### config.mk
export PLATFORM = sky130hd
export DESIGN_NAME = thermal_jet_pixel_mapper_top
export DESIGN_NICKNAME = d
export VERILOG_FILES = /design/src/design/tjpm_pkg.sv /design/src/design/tjpm_scale.sv /design/src/design/tjpm_jet.sv /design/src/design/tjpm_yuv.sv /design/src/design/thermal_jet_pixel_mapper_top.sv
export VERILOG_INCLUDE_DIRS = /design/src /design/src/design
export SDC_FILE = /design/constraint.sdc
export NUM_CORES = 2
export LEC_CHECK = 0
export BUFFER_PORTS_ARGS = -buffer_cell sky130_fd_sc_hd__buf_4
export CORE_ASPECT_RATIO = 0.75
export CORE_MARGIN = 10
export CORE_UTILIZATION = 60
export DETAILED_ROUTE_END_ITERATION = 8
export GPL_TIMING_DRIVEN = 0
export PLACE_DENSITY = 0.76
export SYNTH_ARGS = -nofsm -noshare
export SYNTH_HDL_FRONTEND = slang
export SYNTH_SLANG_ARGS = --single-unit
### constraint.sdc
create_clock -name i_clk -period 12.35 [get_ports i_clk]
set_input_delay 1.235 -clock i_clk [delete_from_list [all_inputs] [get_ports i_clk]]
set_output_delay 1.235 -clock i_clk [all_outputs]
set_load 0.01 [all_outputs]
### src/design/assert_macros.svh
// ---------------------------------------------------------------------------
// Assertion macros
// Shared concurrent assertion forms for the pixel mapper pipeline.
// ---------------------------------------------------------------------------
`ifndef ASSERT_MACROS_SVH
`define ASSERT_MACROS_SVH

// Check an implication on every clock edge outside reset
`define TJ_ASSERT(lbl, clk, rst_n, prop, msg) \
    lbl: assert property (@(posedge clk) disable iff (!rst_n) prop) \
        else $error(msg);

// Check a condition that must hold whenever the qualifying signal is high
`define TJ_ASSERT_WHEN(lbl, clk, rst_n, qual, cond, msg) \
    lbl: assert property (@(posedge clk) disable iff (!rst_n) (qual) |-> (cond)) \
        else $error(msg);

`endif

### src/design/tjpm_pkg.sv
// ---------------------------------------------------------------------------
// Thermal pixel mapper package
// Widths, constants and shared types of the pixel mapper pipeline.
// ---------------------------------------------------------------------------
package tjpm_pkg;

    // Field widths
    localparam int TEMP_W  = 16;
    localparam int GAIN_W  = 24;
    localparam int LEVEL_W = 8;
    localparam int PROD_W  = TEMP_W + GAIN_W;
    localparam int CFG_IDX_W = 8;

    // Scaling constants
    localparam logic [TEMP_W-1:0] TEMP_BIAS = 16'h37C0;
    localparam int GAIN_FRAC_BITS = 20;

    // Register reset values
    localparam logic [TEMP_W-1:0] WINDOW_LOW_RST   = 16'd18762;
    localparam logic [GAIN_W-1:0] DISPLAY_GAIN_RST = 24'd208896;

    // Register indexes
    localparam logic [CFG_IDX_W-1:0] CFG_WINDOW_LOW   = 8'd0;
    localparam logic [CFG_IDX_W-1:0] CFG_DISPLAY_GAIN = 8'd1;

    // Configuration handed to the scaling stages
    typedef struct packed {
        logic [TEMP_W-1:0] window_low;
        logic [GAIN_W-1:0] display_gain;
    } t_cfg;

endpackage

### src/design/tjpm_scale.sv
// ---------------------------------------------------------------------------
// Thermal pixel scaler
// Three stages: bias and window offset, gain multiply, round and clamp.
// ---------------------------------------------------------------------------
`include "assert_macros.svh"

module tjpm_scale (
    input  logic                              i_clk,
    input  logic                              i_rst_n,
    input  logic                              i_valid,
    output logic                              o_ready,
    input  logic [tjpm_pkg::TEMP_W-1:0]       i_raw_temp,
    input  tjpm_pkg::t_cfg                    i_cfg,
    output logic                              o_valid,
    input  logic                              i_ready,
    output logic [tjpm_pkg::LEVEL_W-1:0]      o_level
);

    logic                              r_v1, r_v2, r_v3;
    logic [tjpm_pkg::TEMP_W-1:0]       r_diff, n_diff;
    logic [tjpm_pkg::PROD_W-1:0]       r_prod, n_prod;
    logic [tjpm_pkg::LEVEL_W-1:0]      r_level, n_level;
    logic                              w_rdy1, w_rdy2, w_rdy3;
    logic [tjpm_pkg::TEMP_W-1:0]       w_temp;
    logic [tjpm_pkg::PROD_W:0]         w_round;
    logic [tjpm_pkg::PROD_W-tjpm_pkg::GAIN_FRAC_BITS:0] w_q;

    // Each stage takes a new beat when empty or when it drains downstream
    assign w_rdy3  = !r_v3 || i_ready;
    assign w_rdy2  = !r_v2 || w_rdy3;
    assign w_rdy1  = !r_v1 || w_rdy2;
    assign o_ready = w_rdy1;

    // Bias the pixel and take its distance above the window bottom
    always_comb begin
        w_temp = i_raw_temp + tjpm_pkg::TEMP_BIAS;
        if (w_temp > i_cfg.window_low) begin
            n_diff = w_temp - i_cfg.window_low;
        end else begin
            n_diff = '0;
        end
    end

    // Apply the gain
    assign n_prod = tjpm_pkg::PROD_W'(r_diff) * tjpm_pkg::PROD_W'(i_cfg.display_gain);

    // Round to nearest and saturate to a display byte
    always_comb begin
        w_round = (tjpm_pkg::PROD_W+1)'(r_prod)
                + ((tjpm_pkg::PROD_W+1)'(1) << (tjpm_pkg::GAIN_FRAC_BITS - 1));
        w_q = w_round[tjpm_pkg::PROD_W:tjpm_pkg::GAIN_FRAC_BITS];
        if (w_q > 255) begin
            n_level = '1;
        end else begin
            n_level = w_q[tjpm_pkg::LEVEL_W-1:0];
        end
    end

    // Advance valid bits
    always_ff @(posedge i_clk) begin
        if (!i_rst_n) begin
            r_v1 <= 1'b0;
            r_v2 <= 1'b0;
            r_v3 <= 1'b0;
        end else begin
            if (w_rdy1) r_v1 <= i_valid;
            if (w_rdy2) r_v2 <= r_v1;
            if (w_rdy3) r_v3 <= r_v2;
        end
    end

    // Advance payload with its valid bit
    always_ff @(posedge i_clk) begin
        if (w_rdy1) r_diff  <= n_diff;
        if (w_rdy2) r_prod  <= n_prod;
        if (w_rdy3) r_level <= n_level;
    end

    assign o_valid = r_v3;
    assign o_level = r_level;

    // A pixel at or under the window bottom yields a zero product
    `TJ_ASSERT(a_zero_diff_zero_prod, i_clk, i_rst_n, (r_v1 && w_rdy2 && r_diff == '0) |=> (r_prod == '0), "zero offset gave nonzero product")

endmodule

### src/design/tjpm_jet.sv
// ---------------------------------------------------------------------------
// Jet colormap stage
// Maps the display byte to jet red, green and blue in one register stage.
// ---------------------------------------------------------------------------
`include "assert_macros.svh"

module tjpm_jet (
    input  logic                              i_clk,
    input  logic                              i_rst_n,
    input  logic                              i_valid,
    output logic                              o_ready,
    input  logic [tjpm_pkg::LEVEL_W-1:0]      i_level,
    output logic                              o_valid,
    input  logic                              i_ready,
    output logic [tjpm_pkg::LEVEL_W-1:0]      o_level,
    output logic [tjpm_pkg::LEVEL_W-1:0]      o_red,
    output logic [tjpm_pkg::LEVEL_W-1:0]      o_green,
    output logic [tjpm_pkg::LEVEL_W-1:0]      o_blue
);

    localparam logic [9:0] CENTER_R = 10'd765;
    localparam logic [9:0] CENTER_G = 10'd510;
    localparam logic [9:0] CENTER_B = 10'd255;
    localparam logic [9:0] PEAK     = 10'd383;

    logic                         r_v4;
    logic [tjpm_pkg::LEVEL_W-1:0] r_level, r_red, r_green, r_blue;
    logic [tjpm_pkg::LEVEL_W-1:0] n_red, n_green, n_blue;
    logic                         w_rdy4;

    // Triangle of height 383 around the channel center, clipped to 0..255
    function automatic logic [7:0] jet_level(input logic [7:0] d, input logic [9:0] center);
        logic [9:0] d4;
        logic [9:0] offs;
        logic [9:0] v;
        d4 = {d, 2'b00};
        offs = (d4 >= center) ? (d4 - center) : (center - d4);
        if (offs >= PEAK) begin
            jet_level = 8'd0;
        end else begin
            v = PEAK - offs;
            jet_level = (v > 10'd255) ? 8'hFF : v[7:0];
        end
    endfunction

    assign n_red   = jet_level(i_level, CENTER_R);
    assign n_green = jet_level(i_level, CENTER_G);
    assign n_blue  = jet_level(i_level, CENTER_B);

    assign w_rdy4  = !r_v4 || i_ready;
    assign o_ready = w_rdy4;

    // Advance valid bit
    always_ff @(posedge i_clk) begin
        if (!i_rst_n) begin
            r_v4 <= 1'b0;
        end else if (w_rdy4) begin
            r_v4 <= i_valid;
        end
    end

    // Hold colors until the next stage takes them
    always_ff @(posedge i_clk) begin
        if (w_rdy4) begin
            r_level <= i_level;
            r_red   <= n_red;
            r_green <= n_green;
            r_blue  <= n_blue;
        end
    end

    assign o_valid = r_v4;
    assign o_level = r_level;
    assign o_red   = r_red;
    assign o_green = r_green;
    assign o_blue  = r_blue;

    // Red and blue peaks lie far apart on the jet ramp
    `TJ_ASSERT_WHEN(a_red_blue_apart, i_clk, i_rst_n, r_v4, !(r_red == 8'hFF && r_blue == 8'hFF), "red and blue both saturated")

endmodule

### src/design/tjpm_yuv.sv
// ---------------------------------------------------------------------------
// Luma and chroma stages
// Weighted sums of the rounded RGB, then a rounded divide by 1000.
// ---------------------------------------------------------------------------
`include "assert_macros.svh"

module tjpm_yuv (
    input  logic                              i_clk,
    input  logic                              i_rst_n,
    input  logic                              i_valid,
    output logic                              o_ready,
    input  logic [tjpm_pkg::LEVEL_W-1:0]      i_level,
    input  logic [tjpm_pkg::LEVEL_W-1:0]      i_red,
    input  logic [tjpm_pkg::LEVEL_W-1:0]      i_green,
    input  logic [tjpm_pkg::LEVEL_W-1:0]      i_blue,
    output logic                              o_valid,
    input  logic                              i_ready,
    output logic [tjpm_pkg::LEVEL_W-1:0]      o_level,
    output logic [tjpm_pkg::LEVEL_W-1:0]      o_red,
    output logic [tjpm_pkg::LEVEL_W-1:0]      o_green,
    output logic [tjpm_pkg::LEVEL_W-1:0]      o_blue,
    output logic [tjpm_pkg::LEVEL_W-1:0]      o_luma,
    output logic [tjpm_pkg::LEVEL_W-1:0]      o_chroma_u,
    output logic [tjpm_pkg::LEVEL_W-1:0]      o_chroma_v
);

    // BT.601 weights in thousandths, plus half scale offset and rounding term
    localparam int Y_R = 299;
    localparam int Y_G = 587;
    localparam int Y_B = 114;
    localparam int U_R = -169;
    localparam int U_G = -331;
    localparam int U_B = 500;
    localparam int V_R = 500;
    localparam int V_G = -419;
    localparam int V_B = -81;
    localparam int CHROMA_OFS = 127500;
    localparam int ROUND_HALF = 500;
    localparam int SUM_W = 20;
    // floor(x/1000) = (x * ceil(2^29/1000)) >> 29, exact for x below 2^19
    localparam int RECIP_SHIFT = 29;
    localparam int RECIP_W = SUM_W - 1 + RECIP_SHIFT - 9;
    localparam logic [RECIP_W-1:0] RECIP_1000 = RECIP_W'(536871);

    logic                         r_v5, r_v6;
    logic                         w_rdy5, w_rdy6;
    logic [tjpm_pkg::LEVEL_W-1:0] r_lvl5, r_red5, r_green5, r_blue5;
    logic signed [SUM_W-1:0]      r_sum_y, r_sum_u, r_sum_v;
    logic signed [SUM_W-1:0]      n_sum_y, n_sum_u, n_sum_v;
    logic [tjpm_pkg::LEVEL_W-1:0] r_lvl6, r_red6, r_green6, r_blue6;
    logic [tjpm_pkg::LEVEL_W-1:0] r_luma, r_cu, r_cv;
    logic [tjpm_pkg::LEVEL_W-1:0] n_luma, n_cu, n_cv;

    // Rounded sum over 1000, negative clipped to zero, saturated to a byte
    function automatic logic [7:0] div1000_sat(input logic signed [SUM_W-1:0] s);
        logic [SUM_W-2:0]           x;
        logic [SUM_W-1+RECIP_W-1:0] prod;
        logic [SUM_W-1+RECIP_W-1-RECIP_SHIFT:0] q;
        x = s[SUM_W-1] ? '0 : s[SUM_W-2:0];
        prod = (SUM_W-1+RECIP_W)'(x) * (SUM_W-1+RECIP_W)'(RECIP_1000);
        q = prod[SUM_W-1+RECIP_W-1:RECIP_SHIFT];
        div1000_sat = (q > 255) ? 8'hFF : q[7:0];
    endfunction

    // Form the three weighted sums with the rounding term folded in
    always_comb begin
        int r, g, b;
        r = int'(i_red);
        g = int'(i_green);
        b = int'(i_blue);
        n_sum_y = SUM_W'(Y_R*r + Y_G*g + Y_B*b + ROUND_HALF);
        n_sum_u = SUM_W'(U_R*r + U_G*g + U_B*b + CHROMA_OFS + ROUND_HALF);
        n_sum_v = SUM_W'(V_R*r + V_G*g + V_B*b + CHROMA_OFS + ROUND_HALF);
    end

    assign n_luma = div1000_sat(r_sum_y);
    assign n_cu   = div1000_sat(r_sum_u);
    assign n_cv   = div1000_sat(r_sum_v);

    assign w_rdy6  = !r_v6 || i_ready;
    assign w_rdy5  = !r_v5 || w_rdy6;
    assign o_ready = w_rdy5;

    // Advance valid bits
    always_ff @(posedge i_clk) begin
        if (!i_rst_n) begin
            r_v5 <= 1'b0;
            r_v6 <= 1'b0;
        end else begin
            if (w_rdy5) r_v5 <= i_valid;
            if (w_rdy6) r_v6 <= r_v5;
        end
    end

    // Advance payload with its valid bit
    always_ff @(posedge i_clk) begin
        if (w_rdy5) begin
            r_lvl5   <= i_level;
            r_red5   <= i_red;
            r_green5 <= i_green;
            r_blue5  <= i_blue;
            r_sum_y  <= n_sum_y;
            r_sum_u  <= n_sum_u;
            r_sum_v  <= n_sum_v;
        end
        if (w_rdy6) begin
            r_lvl6   <= r_lvl5;
            r_red6   <= r_red5;
            r_green6 <= r_green5;
            r_blue6  <= r_blue5;
            r_luma   <= n_luma;
            r_cu     <= n_cu;
            r_cv     <= n_cv;
        end
    end

    assign o_valid    = r_v6;
    assign o_level    = r_lvl6;
    assign o_red      = r_red6;
    assign o_green    = r_green6;
    assign o_blue     = r_blue6;
    assign o_luma     = r_luma;
    assign o_chroma_u = r_cu;
    assign o_chroma_v = r_cv;

    // All three sums stay non-negative for any jet color
    `TJ_ASSERT_WHEN(a_sums_nonneg, i_clk, i_rst_n, r_v5, !r_sum_y[SUM_W-1] && !r_sum_u[SUM_W-1] && !r_sum_v[SUM_W-1], "negative luma or chroma sum")

endmodule

### src/design/thermal_jet_pixel_mapper_top.sv
// ---------------------------------------------------------------------------
// Thermal jet pixel mapper
// Raw thermal pixel to display byte, jet RGB, luma and chroma.
// ---------------------------------------------------------------------------
// Channel   Direction  Handshake                 Payload
// pixel     in         i_valid / o_stall         i_raw_temp
// result    out        o_valid / i_stall         o_display_level, o_red, o_green,
//                                                o_blue, o_luma, o_chroma_u, o_chroma_v
// config    in         i_cfg_valid / o_cfg_ready i_cfg_index, i_cfg_data
//
// One pixel per cycle while o_stall is low; a pixel's result passes through
// the six register stages (offset, gain multiply, round/clamp, jet,
// weighted sums, divide) on its way to the outputs. Reset is synchronous and
// clears the valid bits and loads the register defaults. An output stall
// holds the result register; stages upstream keep filling bubbles until the
// pipeline is full, then o_stall rises.
// ---------------------------------------------------------------------------
`include "assert_macros.svh"

module thermal_jet_pixel_mapper_top (
    input  logic                                i_clk,
    input  logic                                i_rst_n,
    input  logic                                i_valid,
    output logic                                o_stall,
    input  logic [tjpm_pkg::TEMP_W-1:0]         i_raw_temp,
    output logic                                o_valid,
    input  logic                                i_stall,
    output logic [tjpm_pkg::LEVEL_W-1:0]        o_display_level,
    output logic [tjpm_pkg::LEVEL_W-1:0]        o_red,
    output logic [tjpm_pkg::LEVEL_W-1:0]        o_green,
    output logic [tjpm_pkg::LEVEL_W-1:0]        o_blue,
    output logic [tjpm_pkg::LEVEL_W-1:0]        o_luma,
    output logic [tjpm_pkg::LEVEL_W-1:0]        o_chroma_u,
    output logic [tjpm_pkg::LEVEL_W-1:0]        o_chroma_v,
    input  logic                                i_cfg_valid,
    output logic                                o_cfg_ready,
    input  logic [tjpm_pkg::CFG_IDX_W-1:0]      i_cfg_index,
    input  logic [tjpm_pkg::GAIN_W-1:0]         i_cfg_data
);

    tjpm_pkg::t_cfg               r_cfg;
    logic                         w_scale_ready, w_scale_valid;
    logic                         w_jet_ready, w_jet_valid;
    logic                         w_yuv_ready;
    logic [tjpm_pkg::LEVEL_W-1:0] w_level_s, w_level_j;
    logic [tjpm_pkg::LEVEL_W-1:0] w_red, w_green, w_blue;

    // Configuration writes always complete
    assign o_cfg_ready = 1'b1;

    // Load registers; unknown indexes are dropped
    always_ff @(posedge i_clk) begin
        if (!i_rst_n) begin
            r_cfg.window_low   <= tjpm_pkg::WINDOW_LOW_RST;
            r_cfg.display_gain <= tjpm_pkg::DISPLAY_GAIN_RST;
        end else if (i_cfg_valid && o_cfg_ready) begin
            case (i_cfg_index)
                tjpm_pkg::CFG_WINDOW_LOW: begin
                    r_cfg.window_low <= i_cfg_data[tjpm_pkg::TEMP_W-1:0];
                end
                tjpm_pkg::CFG_DISPLAY_GAIN: begin
                    r_cfg.display_gain <= i_cfg_data;
                end
                default: begin
                end
            endcase
        end
    end

    tjpm_scale u_scale (
        .i_clk      (i_clk),
        .i_rst_n    (i_rst_n),
        .i_valid    (i_valid),
        .o_ready    (w_scale_ready),
        .i_raw_temp (i_raw_temp),
        .i_cfg      (r_cfg),
        .o_valid    (w_scale_valid),
        .i_ready    (w_jet_ready),
        .o_level    (w_level_s)
    );

    tjpm_jet u_jet (
        .i_clk   (i_clk),
        .i_rst_n (i_rst_n),
        .i_valid (w_scale_valid),
        .o_ready (w_jet_ready),
        .i_level (w_level_s),
        .o_valid (w_jet_valid),
        .i_ready (w_yuv_ready),
        .o_level (w_level_j),
        .o_red   (w_red),
        .o_green (w_green),
        .o_blue  (w_blue)
    );

    tjpm_yuv u_yuv (
        .i_clk      (i_clk),
        .i_rst_n    (i_rst_n),
        .i_valid    (w_jet_valid),
        .o_ready    (w_yuv_ready),
        .i_level    (w_level_j),
        .i_red      (w_red),
        .i_green    (w_green),
        .i_blue     (w_blue),
        .o_valid    (o_valid),
        .i_ready    (!i_stall),
        .o_level    (o_display_level),
        .o_red      (o_red),
        .o_green    (o_green),
        .o_blue     (o_blue),
        .o_luma     (o_luma),
        .o_chroma_u (o_chroma_u),
        .o_chroma_v (o_chroma_v)
    );

    assign o_stall = !w_scale_ready;

    // An empty result register means every stage can move
    `TJ_ASSERT_WHEN(a_no_stall_when_empty, i_clk, i_rst_n, !o_valid, !o_stall, "input stalled with empty output")

endmodule

==> impl_metrics.csv <==
group,metric,value,unit
outcome,status,"finished with violations",
outcome,failed_checks,"design-rule violations",
hold_path,holdPathStages,0,
clock_tree,post_cts_buffers,0,
timing,report.final.slew_viol_count,0,
timing,hold_viol_final,0,
yosys,synth.cell_area,52500,sq um
grt,grt_max_degree,70,
route,totalWireLength,123,mm
timing,tightest_slew,1.12,ns
route,drt_iter0_drc,2785,
die,die_area,99900,sq um
route,wl_per_cell,18.4,um
yosys,ys_warn_count,0,
die,die_h,276,um
yosys,synth_top_family_by_area,"adder cells",
flow_run,drv_cap,0,
yosys,synth_edf_count,224,
grt,grt_usage,0.250,
yosys,synth_fp_nets,7247,
timing,final.setup.tns,0,ns
yosys,ys_seq_area_frac,0.146,
yosys,synth_top_cell_area_share,0.295,
grt,overflow,0,
finish,drive_above_1_share,0.0359,
clock_tree,clk_latency,0.61,ns
worst_setup_path,start_kind,"flop",
timing,clock_skew,0.0233,ns
placement,port_buffers,109,
timing,setup_viol,0,
timing,layout_worst_path_cycle_share,0.645,
yosys,synth-seq-cells,270,
yosys,ys.flop_type,"edfxtp_1",
route,drc,1,
worst_setup_path,crit_type,"reg2reg",
worst_setup_path,cp_max_fo,12,
worst_setup_path,end_kind,"flop",
yosys,async_flop_share,0,
die,num_io_pins,112,
yosys,synth_xor_area_frac,0.0373,
worst_setup_path,crit_arrival,8.29,ns
finish,syn_to_final_growth,6.30,%
yosys,yosys.area.top_type,"fa_1",
die,core,86300,sq um
yosys,syn_avg_cell_area,9.78,sq um
clock_tree,h-tree-depth,1,
die,start_util,0.608,
clock_tree,clkSlewWorstSetupHoldPaths,0.07,ns
clock_tree,cts.path.max_buffers,3,
yosys,yosysUniqueCellTypes,71,
route,antenna_violating_nets_post_route,0,
yosys,synth_fa_ha_area_frac,0.545,
grt,grt_pass1_vias,37900,
finish,multiInputGateArea,39600,sq um
clock_tree,cts_tree,"built",
yosys,syn_inst,5371,
route,routed-via-count,36800,
clock_tree,clock_sinks,270,
timing,max_clock_freq,126,MHz
yosys,synthSimpleGateAreaFrac,0.0957,
clock_tree,cts_made_buffers,30,
route,viasPerCell,5.50,
finish,fin_nets,7390,
clock_tree,postCtsHoldBufs,0,
timing,relSlewSlack,0.233,
yosys,synthMuxAreaShare,0.00291,
clock_tree,cts_resized,0,
grt,grt_antenna_before_repair,0,
route,dr.pass1.iters,9,
yosys,ys_top_cells_by_area,"fa_1, ha_1, edfxtp_1, inv_1, nand2_1",
timing,grt_setup_unrepaired,"false",
worst_setup_path,worstPathRequired,12.68,ns
finish,regArea,7650,sq um
clock_tree,cts_root_buffer,"clkbuf_16",
worst_setup_path,r2r_cells,26,
yosys,synth-compound-area-share,0.0733,
hold_path,hp-class,"reg2reg",
grt,grt_pass1_wl,201,mm
finish,antenna_cells,0,
timing,post-route-min-period,7.96,ns
die,num_rows,93,
placement,post-dp-hpwl,106,mm
timing,hold-worst-slack,0.416,ns
finish,filler_cell_count,6858,
die,die_w,362,um
placement,place_congestion,0.954,
[final cells by class]
class,count,share of cell area
Multi-Input combinational cell,3703,0.710
Sequential cell,270,0.137
Inverter,1292,0.0869
Tap cell,1140,0.0255
Timing Repair Buffer,111,0.0156
Clock buffer,34,0.0137
Buffer,106,0.00721
Clock inverter,22,0.00419
[cells by family after synthesis]
logic type                 Yosys count
adders and majority gates         1824
buffers and inverters             1398
and+or+nand+nor                   1049
other                                1
xor gates and xnor gates           224
muxes                               15
DFF                                270
AOI/OAI and AO/OA                  590
[cells in the final DEF, fill, tap and decap left out, types with 87 or more instances in the layout]
cell	count
edfxtp_1	224
o21ai_0	103
and2_1	122
a21oi_1	172
ha_1	1048
nand2_1	436
inv_1	1291
buf_4	110
nor2_1	146
xnor2_1	137
fa_1	775
xor2_1	87
clkbuf_1	103
[layer usage]
metal,global-route usage,vias to the layer above,wire length (um)
met5,0,-,0
met4,0.0373,0,1880
met3,0.0758,130,13000
met2,0.356,1195,49500
met1,0.376,18000,58500
li1,-,17400,-
[Yosys cell counts (all sizes together) (12+ instances only)]
library cell	n
a21oi	172
nand3	46
and2	122
fa	775
edfxtp	224
dfxtp	46
ha	1048
o21a	31
nand4	25
o21bai	24
a21boi	36
mux2i	13
and3	24
nand2b	59
nor2b	68
xor2	87
inv	1292
a21o	85
or2	15
o41ai	15
nor3	61
o21ai	108
clkbuf	99
nand2	438
o211ai	26
xnor2	137
or3	12
nor2	146
[path summary, 6_finish.rpt]
path	start	endpoint	slack, ns
setup / recovery	u_jet.o_green[1]	u_yuv.r_sum_v[19]	4.39
hold / removal	u_yuv.r_blue5[0]	u_yuv.o_blue[0]	0.42
setup reg to reg	u_jet.o_green[1]	u_yuv.r_sum_v[19]	4.39
hold reg to reg	u_yuv.r_blue5[0]	u_yuv.o_blue[0]	0.42
[per-stage QoR]
step,cell area [sq um],setup WS [ns],std cells,utilization
floorplan,52500,5.72,5371,-
global placement,54800,4.58,6620,0.634
detailed placement,54800,4.57,6622,0.635
CTS,55800,4.51,6678,0.647
global route,55800,4.02,6678,0.647
finish,55800,4.39,6678,0.647
[sequential cells by signal, indices dropped and copies added (netlist names), 16 cells and up]
| signal | cells |
|---|---|
| r_cfg | 40 |
| u_scale.r_diff | 16 |
| u_scale.r_prod | 21 |
| u_yuv.r_sum_u | 20 |
| u_yuv.r_sum_v | 20 |
| u_yuv.r_sum_y | 19 |
[critical path: stages, from the launching register on]
cell	delay, ns
edfxtp_1	1.00
fa_1	0.66
ha_1	0.41
ha_1	0.17
inv_1	0.05
fa_1	0.49
inv_1	0.04
ha_1	0.21
fa_1	0.47
a21o_1	0.17
a21oi_1	0.21
o21bai_1	0.09
a21oi_1	0.27
nor2b_1	0.09
o21a_1	0.19
nor2_1	0.11
xor2_1	0.57
ha_1	0.38
fa_1	0.54
inv_1	0.04
ha_1	0.34
nand3_1	0.09
a211oi_1	0.31
nor3_1	0.14
o41ai_1	0.35
a21oi_1	0.13
xnor2_1	0.16
Power is not shown: default switching activity piles up to over one toggle a cycle in this logic, so the estimate is an artifact.
